<file path="src/hw/rtl/assert_macros.svh">
// Assertion macros shared by the RTL of the indirect id table engine.
// No dependencies; empty bodies when SYNTHESIS is defined.
`ifndef ASSERT_MACROS_SVH
`define ASSERT_MACROS_SVH
`ifndef SYNTHESIS
`define ASSERT_PROP(lbl, clk, rst_n, prop) \
	lbl: assert property (@(posedge clk) disable iff (!rst_n) prop) \
		else $error("assertion failed");
`define ASSERT_NEVER(lbl, clk, rst_n, expr) \
	lbl: assert property (@(posedge clk) disable iff (!rst_n) !(expr)) \
		else $error("forbidden condition seen");
`else
`define ASSERT_PROP(lbl, clk, rst_n, prop)
`define ASSERT_NEVER(lbl, clk, rst_n, expr)
`endif
`endif

</file>
<file path="src/hw/rtl/iite_pkg.sv">
// Package of the indirect id table engine: sizes, codes, transfer types,
// microcode layout and control store. No dependencies.
package iite_pkg;

	localparam int TABLE_DEPTH = 1024;
	localparam int CHAIN_LIMIT = 63;

	localparam int ADDR_W  = $clog2(TABLE_DEPTH);
	localparam int USED_W  = $clog2(TABLE_DEPTH + 1);
	localparam int CNT_W   = $clog2(CHAIN_LIMIT + 1);
	localparam int KIDX_W  = 22;
	localparam int DELTA_W = 20;
	localparam int SUM_W   = ((USED_W > DELTA_W) ? USED_W : DELTA_W) + 1;

	localparam logic [31:0] FAR_MASK  = 32'hF800_0000;
	localparam logic [31:0] FAR_MARK  = 32'h7800_0000;
	localparam logic [31:0] NEXT_MASK = 32'h003F_FFFF;
	localparam logic [31:0] NEG_WORD  = 32'hC000_0000;

	localparam logic [2:0] MODE_WR_TAG  = 3'd0;
	localparam logic [2:0] MODE_WR_FAR  = 3'd1;
	localparam logic [2:0] MODE_WR_NEG  = 3'd2;
	localparam logic [2:0] MODE_INDEX   = 3'd3;
	localparam logic [2:0] MODE_FULL_ID = 3'd4;
	localparam logic [2:0] MODE_FIELD   = 3'd5;
	localparam logic [2:0] MODE_CHAIN   = 3'd6;

	localparam logic [1:0] ST_OK    = 2'd0;
	localparam logic [1:0] ST_RANGE = 2'd1;
	localparam logic [1:0] ST_CHAIN = 2'd2;
	localparam logic [1:0] ST_CAP   = 2'd3;

	typedef struct packed {
		logic [2:0]  mode;
		logic [20:0] id;
		logic [31:0] tag_word;
		logic [19:0] far_target;
	} in_item_t;

	typedef struct packed {
		logic [31:0] result_value;
		logic [1:0]  status;
		logic        has_triple;
		logic [2:0]  triple_type;
		logic [27:0] triple_value;
		logic [29:0] triple_seq;
		logic        last;
	} out_item_t;

	typedef enum logic [3:0] {
		UOP_NULL,
		UOP_WRITE,
		UOP_LOC_CHK,
		UOP_LOC_FAR,
		UOP_LOC_TAG,
		UOP_LK_NEG,
		UOP_LK_FIELD,
		UOP_CH_FIRST,
		UOP_CH_NEXT,
		UOP_CL_DEC
	} uop_t;

	localparam int UC_DEPTH = 17;
	localparam int UPC_W    = $clog2(UC_DEPTH);
	typedef logic [UPC_W-1:0] upc_t;

	localparam upc_t UA_WR  = UPC_W'(0);
	localparam upc_t UA_NUL = UPC_W'(1);
	localparam upc_t UA_LK0 = UPC_W'(2);
	localparam upc_t UA_LK1 = UPC_W'(3);
	localparam upc_t UA_LK2 = UPC_W'(4);
	localparam upc_t UA_LK3 = UPC_W'(5);
	localparam upc_t UA_LK4 = UPC_W'(6);
	localparam upc_t UA_CF0 = UPC_W'(7);
	localparam upc_t UA_CF1 = UPC_W'(8);
	localparam upc_t UA_CF2 = UPC_W'(9);
	localparam upc_t UA_CF3 = UPC_W'(10);
	localparam upc_t UA_CF4 = UPC_W'(11);
	localparam upc_t UA_CL0 = UPC_W'(12);
	localparam upc_t UA_CL1 = UPC_W'(13);
	localparam upc_t UA_CL2 = UPC_W'(14);
	localparam upc_t UA_CL3 = UPC_W'(15);
	localparam upc_t UA_CL4 = UPC_W'(16);

	typedef struct packed {
		uop_t op;
		upc_t target;
	} ucode_t;

	typedef struct packed {
		logic fin;
		logic br;
	} seq_ctl_t;

	// control store; target only matters on words whose op can branch
	function automatic ucode_t ucode_rom(upc_t a);
		ucode_t w;
		unique case (a)
			UA_WR:   w = '{op: UOP_WRITE,    target: UA_WR};
			UA_NUL:  w = '{op: UOP_NULL,     target: UA_WR};
			UA_LK0:  w = '{op: UOP_LOC_CHK,  target: UA_WR};
			UA_LK1:  w = '{op: UOP_LOC_FAR,  target: UA_LK3};
			UA_LK2:  w = '{op: UOP_LOC_TAG,  target: UA_WR};
			UA_LK3:  w = '{op: UOP_LK_NEG,   target: UA_WR};
			UA_LK4:  w = '{op: UOP_LK_FIELD, target: UA_WR};
			UA_CF0:  w = '{op: UOP_LOC_CHK,  target: UA_WR};
			UA_CF1:  w = '{op: UOP_LOC_FAR,  target: UA_CF3};
			UA_CF2:  w = '{op: UOP_LOC_TAG,  target: UA_WR};
			UA_CF3:  w = '{op: UOP_CH_FIRST, target: UA_WR};
			UA_CF4:  w = '{op: UOP_CH_NEXT,  target: UA_CL0};
			UA_CL0:  w = '{op: UOP_LOC_CHK,  target: UA_WR};
			UA_CL1:  w = '{op: UOP_LOC_FAR,  target: UA_CL3};
			UA_CL2:  w = '{op: UOP_LOC_TAG,  target: UA_WR};
			UA_CL3:  w = '{op: UOP_CL_DEC,   target: UA_CL0};
			UA_CL4:  w = '{op: UOP_CH_NEXT,  target: UA_CL0};
			default: w = '{op: UOP_NULL,     target: UA_WR};
		endcase
		return w;
	endfunction

	function automatic upc_t entry_of(logic [2:0] mode);
		upc_t a;
		unique case (mode) inside
			MODE_WR_TAG, MODE_WR_FAR, MODE_WR_NEG: a = UA_WR;
			MODE_INDEX, MODE_FULL_ID, MODE_FIELD:  a = UA_LK0;
			MODE_CHAIN:                            a = UA_CF0;
			default:                               a = UA_NUL;
		endcase
		return a;
	endfunction

endpackage

</file>
<file path="src/hw/rtl/iite_useq.sv">
// Microcode sequencer of the indirect id table engine: step counter,
// control store read and conditional jumps. Depends on iite_pkg.
module iite_useq (
	input  logic               clk,
	input  logic               arst_n,
	input  logic               go,
	input  logic [2:0]         mode,
	input  iite_pkg::seq_ctl_t ctl,
	output logic               active,
	output iite_pkg::ucode_t   uword
);
	import iite_pkg::*;

	logic active_q;
	upc_t upc_q;

	always_ff @(posedge clk or negedge arst_n) begin
		if (!arst_n) begin
			active_q <= 1'b0;
			upc_q    <= '0;
		end else if (go) begin
			active_q <= 1'b1;
			upc_q    <= entry_of(mode);
		end else if (active_q) begin
			if (ctl.fin) begin
				active_q <= 1'b0;
			end else if (ctl.br) begin
				upc_q <= uword.target;
			end else begin
				upc_q <= upc_q + UPC_W'(1);
			end
		end
	end

	assign uword  = ucode_rom(upc_q);
	assign active = active_q;

endmodule

</file>
<file path="config.mk">
export PLATFORM = sky130hd
export DESIGN_NAME = iite_useq
export DESIGN_NICKNAME = d
export VERILOG_FILES = /design/src/hw/rtl/assert_macros.svh /design/src/hw/rtl/iite_pkg.sv /design/src/hw/rtl/iite_useq.sv
export SDC_FILE = /design/constraint.sdc
export NUM_CORES = 1
export LEC_CHECK = 0
export BUFFER_PORTS_ARGS = -buffer_cell sky130_fd_sc_hd__clkbuf_2
export CORE_UTILIZATION = 40
export CTS_CLUSTER_DIAMETER = 30
export DETAILED_ROUTE_END_ITERATION = 12
export PLACE_DENSITY = 0.68
export REMOVE_ABC_BUFFERS = 1
export SKIP_LAST_GASP = 1
export SLEW_MARGIN = 20
export SYNTH_ARGS = -nofsm -noshare
export SYNTH_HDL_FRONTEND = slang
export SYNTH_SLANG_ARGS = --single-unit
</file>
<file path="constraint.sdc">
create_clock -name clk -period 1.9 [get_ports clk]
set_input_delay 0.38 -clock clk [delete_from_list [all_inputs] [get_ports clk]]
set_output_delay 0.38 -clock clk [all_outputs]
set_load 0.005 [all_outputs]
</file>
Word-level counts from Yosys, hierarchy flattened

Memories as Yosys holds them, arrays and structs flattened.
Cells that the tools add are included.

Muxes and demuxes: 8
$add $sub $neg: 1
Reductions and logical operators: 5
Eq/ne operators: 7

Operator list:

| kind                | count |
|---|---|
| $mux 5              | 4 |
| $eq 3x3->1 const B  | 3 |
| $pmux 3 s3          | 1 |
| $eq 3x2->1 const B  | 2 |
| $reduce_or 3->1     | 2 |
| $add 5x1->5 const B | 1 |
| $eq 3x1->1 const B  | 1 |
| $logic_not 3->1     | 1 |
| $mux 1              | 3 |
| $ne 2x2->1 const B  | 1 |
| $reduce_and 2->1    | 1 |
| $reduce_bool 2->1   | 1 |

Output and inout bits: 10
Word-level logic and storage cells: 24
Memories: 1
Memory bits (read-only): 256
Bits of input ports: 8
Register bits after elaboration: 6

Memories:

| memory           | depth | bits a word | read ports | clocked after memory_dff | write ports | RTL line       | text |
|---|---|---|---|---|---|---|---|
| (name not given) | 32    | 8           | 1          | 0                        | 0           | iite_pkg.sv:98 | `unique case (a)` |

Logic depth before layout (Yosys ltp)

Gate-level depths: netlist of the first run.

Depth in word-level cells: 5
Depth in mapped cells: 6
Gate-level depth less buffers: 6

Worst setup path after synthesis of the first run

OpenSTA, ideal clock, no wires.

Path kind: flip-flop to output port
Start: register upc_q[0]
End: output port uword[5] (netlist name)
Cell stages (with the launch flop): 6
Slack: 0.214 ns
Buffers on the path: 0
Arrival time: 1.306 ns
Required time: 1.520 ns
Cells stage by stage: dfrtp_1 -> inv_1 -> ha_1 -> mux2i_1 -> nor2_1 -> a211oi_1

RTL lines:

| element                | RTL line        | text |
|---|---|---|
| from (decl)            | iite_useq.sv:15 | `upc_t upc_q;` |
| from (signal assigned) | iite_useq.sv:23 | `upc_q <= entry_of(mode);` |
| from (signal assigned) | iite_useq.sv:28 | `upc_q <= uword.target;` |
| from (signal assigned) | iite_useq.sv:30 | `upc_q <= upc_q + UPC_W'(1);` |
| to (decl)              | iite_useq.sv:10 | `output iite_pkg::ucode_t uword` |

==> results of run 1 <==
[cell type report]
type                            count  area, um^2
Multi-Input combinational cell     59         507
Tap cell                           16        20.0
Sequential cell                     6         154
Clock buffer                        3        22.5
Fill cell                         139         659
Timing Repair Buffer               21         125
Inverter                            5        18.8
[cells by family (layout without fill, tap and decap cells)]
| family | Yosys count | in the layout | share of synthesized area |
|---|---|---|---|
| and+or+nand+nor | 25 | 25 | 0.218 |
| AOI/OAI and AO/OA | 19 | 19 | 0.226 |
| buffers and inverters | 9 | 29 | 0.0778 |
| muxes | 7 | 7 | 0.109 |
| adders and majority gates | 6 | 6 | 0.117 |
| DFF | 6 | 6 | 0.233 |
| other | 1 | 1 | 0.00583 |
| xor gates and xnor gates | 1 | 1 | 0.0136 |
[layout by cell type, fill, tap and decap left out]
master / Yosys / layout
xnor2_1: 1 / 1
a21boi_1: 1 / 1
ha_4: 0 / 3
clkbuf_2: 0 / 14
nor2b_1: 1 / 1
o21ai_1: 3 / 3
dlygate4sd3_1: 0 / 1
nor4_1: 2 / 2
buf_4: 2 / 1
ha_2: 0 / 1
inv_2: 0 / 3
clkbuf_4: 0 / 3
a21oi_1: 3 / 3
nand2b_1: 3 / 3
or4b_1: 1 / 1
dfrtp_2: 0 / 3
or2_2: 1 / 1
dfrtp_1: 6 / 3
o41ai_4: 0 / 1
mux2i_1: 7 / 7
nand3_1: 4 / 4
nand2_1: 4 / 4
nor2_1: 6 / 5
buf_2: 1 / 3
buf_6: 1 / 2
a31oi_1: 5 / 5
o21ai_0: 1 / 1
nor2_2: 0 / 1
nand4b_1: 2 / 2
ha_1: 6 / 2
nand4bb_1: 1 / 1
a211oi_2: 0 / 2
conb_1: 1 / 1
inv_1: 5 / 2
o311ai_2: 2 / 2
o31ai_1: 1 / 1
[metrics by stage]
| step | util | power, mW | hold slack [ns] | TNS, ns | setup slack (ns) |
|---|---|---|---|---|---|
| 3_3_place_gp | 0.483 | 0.306 | 0.213 | 0 | 0.182 |
| 3_5_place_dp | 0.483 | 0.309 | 0.214 | 0 | 0.162 |
| 4_1_cts | 0.516 | 0.440 | 0.409 | -0.0320 | -0.0320 |
| 5_1_grt | 0.562 | 0.505 | 0.419 | -0.159 | -0.0702 |
| 2_1_floorplan | - | 0.248 | 0.0844 | 0 | 0.197 |
| 6_report | 0.562 | 0.470 | 0.412 | -0.0182 | -0.0182 |
[path summary, 6_finish.rpt]
path	end	slack [ns]	cells past startpoint
setup / recovery	uword[5]	-0.02	6
hold / removal	upc_q[0]	0.41	3
setup reg to reg	upc_q[0]	0.45	5
hold reg to reg	upc_q[4]	0.68	2
max in group asynchronous	upc_q[2]	1.22	2
min in group asynchronous	upc_q[3]	0.50	2
[sequential cells by signal (all words and copies together), names as in the netlist]
signal / count
active: 1
upc_q: 5
[critical path, cell delays in order (launching register included)]
cell	delay, ns
dfrtp_1	0.40
inv_2	0.08
ha_4	0.26
mux2i_1	0.17
nor2_1	0.08
a211oi_2	0.16
clkbuf_2	0.14
[power groups by stage]
stage / combinational, mW / sequential [mW] / clock, mW
6_report: 0.190 / 0.165 / 0.115
5_1_grt: 0.209 / 0.167 / 0.129
4_1_cts: 0.161 / 0.159 / 0.121
3_5_place_dp: 0.150 / 0.160 / 0
3_3_place_gp: 0.146 / 0.159 / 0
2_1_floorplan: 0.0859 / 0.162 / 0
[what timing repair did]
item                                    CTS  global route
gates cloned                              0             1
hold endpoints to repair                  6             0
endpoints found under the setup margin    4             5
resized for setup                         5            15
hold buffers                              1             0
buffers inserted                          0             1
pin swaps                                 1             3
[per-layer routing]
metal  vias up  wire length, um  track usage  share of wire
met1       318              723        0.231           0.46
met3         4               61       0.0302          0.039
li1        316                -            -              -
met5         -                0            0              0
met4         0               22       0.0938          0.014
met2        19              755        0.288           0.48
==> impl_metrics.tcl, run 1 <==
set metrics [dict create \
    status "finished with violations" \
    violations "negative setup slack" \
    syn_area_per_cell_um2 8.69 \
    dp_hpwl_um 1080 \
    cts_htree_levels 1 \
    synthDominantCellAreaShare 0.233 \
    die_w_um 42.1 \
    grt_usage 0.179 \
    overflow 0 \
    syn_inst 74 \
    synth.yosys.warnings 0 \
    hp-class "input pin to flop" \
    synthArstFlopShare 1.00 \
    internal_power_mw 0.304 \
    ys_top_cells_by_count "7 x mux2i_1, 6 x dfrtp_1, 6 x ha_1, 6 x nor2_1" \
    holdCritStartpoint "mode[1]" \
    die_y_um 42.1 \
    setup_viol 1 \
    timing.rr.start "upc_q[0]" \
    routed_wl_um 1560 \
    crit_required_ns 1.52 \
    place_congestion 0.775 \
    cp_max_fo 4 \
    fin_ws_ns -0.0182 \
    synth_most_common_cell "mux2i_1" \
    vdd_ir_drop_max_v 0.000313 \
    drc 0 \
    portBuffers 16 \
    core_area_um2 1510 \
    hold_viol 0 \
    ys_ff_latch 6 \
    slew_violations 0 \
    yosys.area.top_type "dfrtp_1" \
    combPwrFrac 0.405 \
    rsz0062_at_grt "yes" \
    synth.area.top_cells "dfrtp_1 23%, ha_1 12%, mux2i_1 11%" \
    syn-cell-area_um2 643 \
    startpoint "upc_q[0]" \
    powerDensity_nw_per_um2 554 \
    io_pins 18 \
    cp-start-kind "flop" \
    drive_above_1_share 0.426 \
    yosysSeqAreaShare 0.233 \
    clock_sinks 6 \
    antenna_cells 0 \
    clock_latency_ns 0.24 \
    area_growth_pct 31.7 \
    cts_buffer_depth 2 \
    cts.clk_slew.worst_paths_ns 0.05 \
    critical_path_class "flop to output pin" \
    row_count 14 \
    clockPowerShare 0.244 \
    p_leak_nw 0.346 \
    fin_nets 110 \
    end_kind "output pin" \
    sequentialPowerShare 0.351 \
    max_freq_ghz 0.521 \
    finalCritPeriodShare 1.01 \
    grt_pass1_wl_um 2480 \
    wl_per_cell_um 14.2 \
    postRouteAntennaNets 0 \
    cts_tree "done" \
    grt_max_degree 16 \
    ys.flop_type "dfrtp_1" \
    synth.distinct_cells 28 \
    p_sw_mw 0.165 \
    grt_pass1_vias 584 \
    dr.pass1.iters 4 \
    cap_violations 0 \
    synth_edf_count 0 \
    p_sw_frac 0.352 \
    num_vias 657 \
    layout_min_cycle_time_ns 1.92 \
    vias_per_cell 5.97 \
    worst_ep_arrival_time_ns 1.54 \
    design_area_um2 847 \
    drtIter0Drc 12 \
    numCtsBuffers 3 \
    dpl-instance-area_um2 727 \
    start_util 0.427 \
    final_cell_count_no_fill 110 \
    dieArea_um2 1770 \
    antenna_found_initial 0 \
    cts-root-buf "clkbuf_4" \
    fin_worst_skew_ns 0.00518 \
    post-place-cells 104 \
]
Note: power is estimated with default switching activity, not from simulation.
==> run 2: changes to the inputs <==
Clock period 1.9 ns to 2.4 ns, I/O delays scaled along.
==> run 2 against run 1 <==
Worst setup slack improved by 0.16 ns. Final cell count decreased by 4.5%. Sequential cell count unchanged. The flow now finishes without violations. Sequential share of layout area increased by 2.4 points. Wire length decreased by 11%. Total power decreased by 31%. Largest power group is now sequential cells. Critical endpoint unchanged. Global-route usage decreased by 0.25 points. Critical path type unchanged. Combinational power decreased by 46%. Hold slack got worse by 0.35 ns.
==> impl_metrics.tcl, run 2 (synthesis gave the netlist of run 1 again) <==
set metrics [dict create \
    drc 0 \
    grt_usage 0.177 \
    status "complete, no violations" \
    vdd_ir_drop_max_v 0.000328 \
    area_growth_pct 14.4 \
    dieArea_um2 1770 \
    largest-register "upc_q" \
    start_util 0.427 \
    fin_worst_skew_ns 0.000630 \
    end_kind "output pin" \
    timing.setup.tns_ns 0 \
    cts_tree "done" \
    cp-start-kind "flop" \
    cts.clk_slew.worst_paths_ns 0.04 \
    mostFrequentLayoutCells "16 x clkbuf_2, 7 x mux2i_1, 6 x nor2_1, 6 x ha_1" \
    grt_pass1_wl_um 2440 \
    hp-class "input pin to async pin" \
    layout_min_cycle_time_ns 2.26 \
    crit_required_ns 1.92 \
    routed_wl_um 1390 \
    grt_max_degree 16 \
    max_slew_margin 0.630 \
    fin_ws_ns 0.141 \
    cts_buffer_depth 2 \
    crit_cells 6 \
    die_w_um 42.1 \
    drtIter0Drc 13 \
    grt_pass1_vias 531 \
    crit_buf_inv 2 \
    hold_viol 0 \
    rsz0062_at_grt "no" \
    utilization 0.488 \
    antenna_cells 0 \
    portBuffers 16 \
    antenna_found_initial 0 \
    place_congestion 0.778 \
    die_y_um 42.1 \
    largest_register_ffs 5 \
    powerDensity_nw_per_um2 442 \
    wl_per_cell_um 13.2 \
    clock_latency_ns 0.24 \
    worst_ep_arrival_time_ns 1.78 \
    setup_viol 0 \
    place_ws_ns 0.367 \
    critical_path_class "flop to output pin" \
    fin_nets 105 \
    post_cts_buffers 0 \
    cts-root-buf "clkbuf_4" \
    dp_hpwl_um 1100 \
    crit_path_top_delay_cell "dfrtp_1" \
    overflow 0 \
    finalCritPeriodShare 0.941 \
    row_count 14 \
    r2r.worst_path.cells 5 \
    io_pins 18 \
    cp_max_fo 8 \
    max_freq_ghz 0.443 \
    cap_violations 0 \
    vias_per_cell 5.59 \
    drive_above_1_share 0.270 \
    num_vias 587 \
    worstMarginPinSlew_ns 0.555 \
    cts_resized 0 \
    dr.pass1.iters 5 \
    clock_sinks 6 \
    cts_htree_levels 1 \
    numCtsBuffers 3 \
    postRouteAntennaNets 0 \
    p_leak_nw 0.322 \
    final_common_cell "clkbuf_2" \
    cpLargestDelayFamily "flip-flops" \
    postCtsHoldBufs 0 \
    core_area_um2 1510 \
    crit_chain "inv_1 > ha_1 > mux2i_1 > nor2_1 > a211oi_1 > clkbuf_2" \
    cp_slowest_stage_delay_ns 0.51 \
    slew_violations 0 \
]
-- run 2: changes by cell type in the layout (fill, tap and decap cells not counted), sizes merged --
| cell | previous run | this run |
|---|---|---|
| clkbuf | 17 | 19 |
| dlygate4sd3 | 1 | 0 |
| buf | 6 | 0 |
-- run 2: where the power goes --
| group | switching (mW) | internal, mW | total, mW |
|---|---|---|---|
| clock network | 0.0321 | 0.0563 | 0.0883 |
| logic | 0.0533 | 0.0497 | 0.103 |
| registers | 0.0247 | 0.109 | 0.134 |
-- run 2: per-layer routing --
metal | share of wire | up-vias | GRT usage
li1 | - | 309 | -
met1 | 0.49 | 260 | 0.258
met2 | 0.48 | 18 | 0.269
met3 | 0.034 | 0 | 0.0388
met4 | 0 | 0 | 0.0375
met5 | 0 | - | 0
-- run 2: worst reg2reg max path: stages, from the launching register on --
cell and delay (ns):
dfrtp_1 0.51, inv_1 0.12, ha_1 0.35, o311ai_2 0.34, nand3_1 0.12, a31oi_1 0.16
-- run 2: final cells by class --
cell class / count / area [um^2]
fill: 165 / 771
multi-input combinational: 59 / 443
sequential: 6 / 151
timing repair buffer: 16 / 80.1
clock buffer: 3 / 22.5
tap: 16 / 20.0
inverter: 5 / 18.8
-- run 2: worst paths after layout --
kind                       slack [ns]        to  startpoint
min in group clk                 0.51  upc_q[0]     mode[1]
setup reg to reg                 0.72  upc_q[3]    upc_q[1]
hold reg to reg                  0.72  upc_q[4]    upc_q[4]
max in group asynchronous        2.17  upc_q[0]      arst_n
setup / recovery                 0.14  uword[5]    upc_q[1]
hold / removal                   0.06  upc_q[4]      arst_n
-- run 2: per-stage QoR --
| stage | instances | area [um^2] | total power, mW | hold slack, ns |
|---|---|---|---|---|
| after global routing | 105 | 736 | 0.357 | 0.0481 |
| after global placement | 102 | 712 | 0.234 | 0.310 |
| after floorplan | 70 | 612 | 0.197 | 0.184 |
| final | 105 | 736 | 0.325 | 0.0613 |
| after detailed placement | 102 | 712 | 0.238 | 0.313 |
| after CTS | 105 | 734 | 0.330 | 0.0577 |
==> run 3: changes to the inputs <==
Settings changed: ABC_AREA set to 1.
==> run 3 against run 2 <==
Critical path depth stayed put. Non-clock buffer count is the same. Synthesized cell count grew 35%. First-iteration DRC count up 31%. Die area fell by 1.7%. Sequential cell count did not move. Total power up 4.7%. Fmax up 5.7%. Final cell count rose by 25%. Clock-buffer cell count unchanged. Synthesized area is 1.8% lower. Register-to-register slack improved by 0.19 ns. Critical path type unchanged. Highest routed layer is now met4.
==> impl_metrics.tcl, run 3 <==
set metrics [dict create \
    status "complete, no violations" \
    portBuffers 16 \
    routed_wl_um 1470 \
    post_cts_buffers 0 \
    end_kind "output pin" \
    numCtsBuffers 3 \
    synth.yosys.warnings 0 \
    worst_ep_arrival_time_ns 1.66 \
    synth.area.top_cells "dfrtp_1 24%, nand2_1 19%, ha_1 12%" \
    fillCellCount 145 \
    total_power_mw 0.341 \
    cts-root-buf "clkbuf_4" \
    row_count 13 \
    cts_htree_levels 1 \
    die_y_um 41.7 \
    layout_min_cycle_time_ns 2.14 \
    postCtsHoldBufs 0 \
    ys.flop_type "dfrtp_1" \
    startpoint "upc_q[0]" \
    wl_per_cell_um 11.2 \
    critical_path_class "flop to output pin" \
    synth_most_common_cell "nand2_1" \
    slew_violations 0 \
    place_congestion 0.923 \
    grt_max_degree 11 \
    fin_worst_skew_ns 0.000733 \
    syn_inst 100 \
    grt_pass1_wl_um 2510 \
    io_pins 18 \
    mostFrequentLayoutCells "32 x nand2_1, 16 x clkbuf_2, 10 x inv_1" \
    synthArstFlopShare 1.00 \
    cp-start-kind "flop" \
    ys_ff_latch 6 \
    drc 0 \
    grt_pass1_vias 620 \
    antenna_found_initial 0 \
    largest_register_ffs 5 \
    timing.setup.tns_ns 0 \
    synth_edf_count 0 \
    vias_per_cell 5.10 \
    timing.rr.start "upc_q[0]" \
    finalCritPeriodShare 0.890 \
    largest-register "upc_q" \
    holdWs_ns 0.0572 \
    cp_max_fo 8 \
    p_leak_nw 0.426 \
    clock_latency_ns 0.24 \
    core_area_um2 1380 \
    yosysSeqAreaShare 0.238 \
    ys_top_cells_by_count "32 x nand2_1, 10 x inv_1, 9 x nor2_1" \
    yosys.area.top_type "dfrtp_1" \
    setup_viol 0 \
    grt_usage 0.182 \
    vdd_ir_drop_max_v 0.000446 \
    dr.pass1.iters 6 \
    cap_violations 0 \
    start_util 0.457 \
    synth.distinct_cells 20 \
    postRouteAntennaNets 0 \
    final_common_cell "nand2_1" \
    multi_input_area_um2 398 \
    cts.clk_slew.worst_paths_ns 0.04 \
    area_growth_pct 14.5 \
    die_w_um 41.7 \
    antenna_cells 0 \
    max_freq_ghz 0.468 \
    rsz0062_at_grt "no" \
    utilization 0.523 \
    syn_area_per_cell_um2 6.32 \
    cts_resized 0 \
    powerDensity_nw_per_um2 471 \
    crit_required_ns 1.92 \
    synthDominantCellAreaShare 0.238 \
    ff_latch_area_um2 150 \
    dp_hpwl_um 1240 \
    overflow 0 \
    syn-cell-area_um2 632 \
    clock_sinks 6 \
    drive_above_1_share 0.233 \
    hp-class "input pin to async pin" \
    fin_nets 132 \
    cts_tree "done" \
    num_vias 668 \
    drtIter0Drc 17 \
    cts_buffer_depth 2 \
    dieArea_um2 1740 \
    hold_viol 0 \
]
## run 3: cell count changes in the layout (fill, tap and decap cells not counted), sizes merged, moves of 3 or more
cell / delta
a31oi: -4
a21oi: +3
nor2: +4
nand2b: -3
nand3: +4
nand2: +30
mux2i: -7
inv: +8
o21ai: +3
## run 3: final timing paths
path	cells past startpoint	slack, ns	to
worst max-delay path	6	0.26	uword[5]
worst min-delay path	1	0.06	upc_q[0]
worst max register to register	6	0.91	upc_q[1]
worst min register to register	3	0.63	upc_q[0]
max in group asynchronous	1	2.20	upc_q[4]
min in group clk	4	0.58	upc_q[2]
## run 3: worst max-delay path, cell delays in order (launching register included)
cell	delay, ns
dfrtp_1	0.47
inv_1	0.14
ha_1	0.33
nand2_1	0.12
o21ai_0	0.08
o21ai_0	0.15
clkbuf_2	0.13
## run 3: cell families after synthesis
family / after synthesis / synth area share
simple gates: 53 / 0.347
fa+ha+maj: 6 / 0.119
xor+xnor: 2 / 0.0277
flops: 6 / 0.238
compound gates: 15 / 0.131
buf+inv: 17 / 0.133
other cells: 1 / 0.00593
## run 3: area by class of cell
cell class,instances,area share
clock buffers,3,0.0311
flip-flops and latches,6,0.208
well taps,15,0.0260
inverters,14,0.0744
multi-input cells,77,0.550
repair buffers,16,0.111
## run 3: layer usage
metal	vias to the layer above	global-route usage	routed length (um)
li1	348	-	-
met1	290	0.225	663
met2	25	0.306	712
met3	5	0.0391	70
met4	0	0.0710	27
met5	-	0	0
## run 3: per-stage QoR
stage	instances	cell area, um^2	worst slack, ns
4_1_cts	131	723	0.263
2_1_floorplan	97	602	0.742
6_report	131	723	0.263
3_3_place_gp	128	701	0.610
3_5_place_dp	128	701	0.526
5_1_grt	131	723	0.0959
## run 3: power breakdown
group | total, mW | switching (mW) | internal (mW)
registers | 0.130 | 0.0198 | 0.110
logic | 0.120 | 0.0712 | 0.0490
clock network | 0.0905 | 0.0341 | 0.0564
total | 0.341 | 0.125 | 0.216
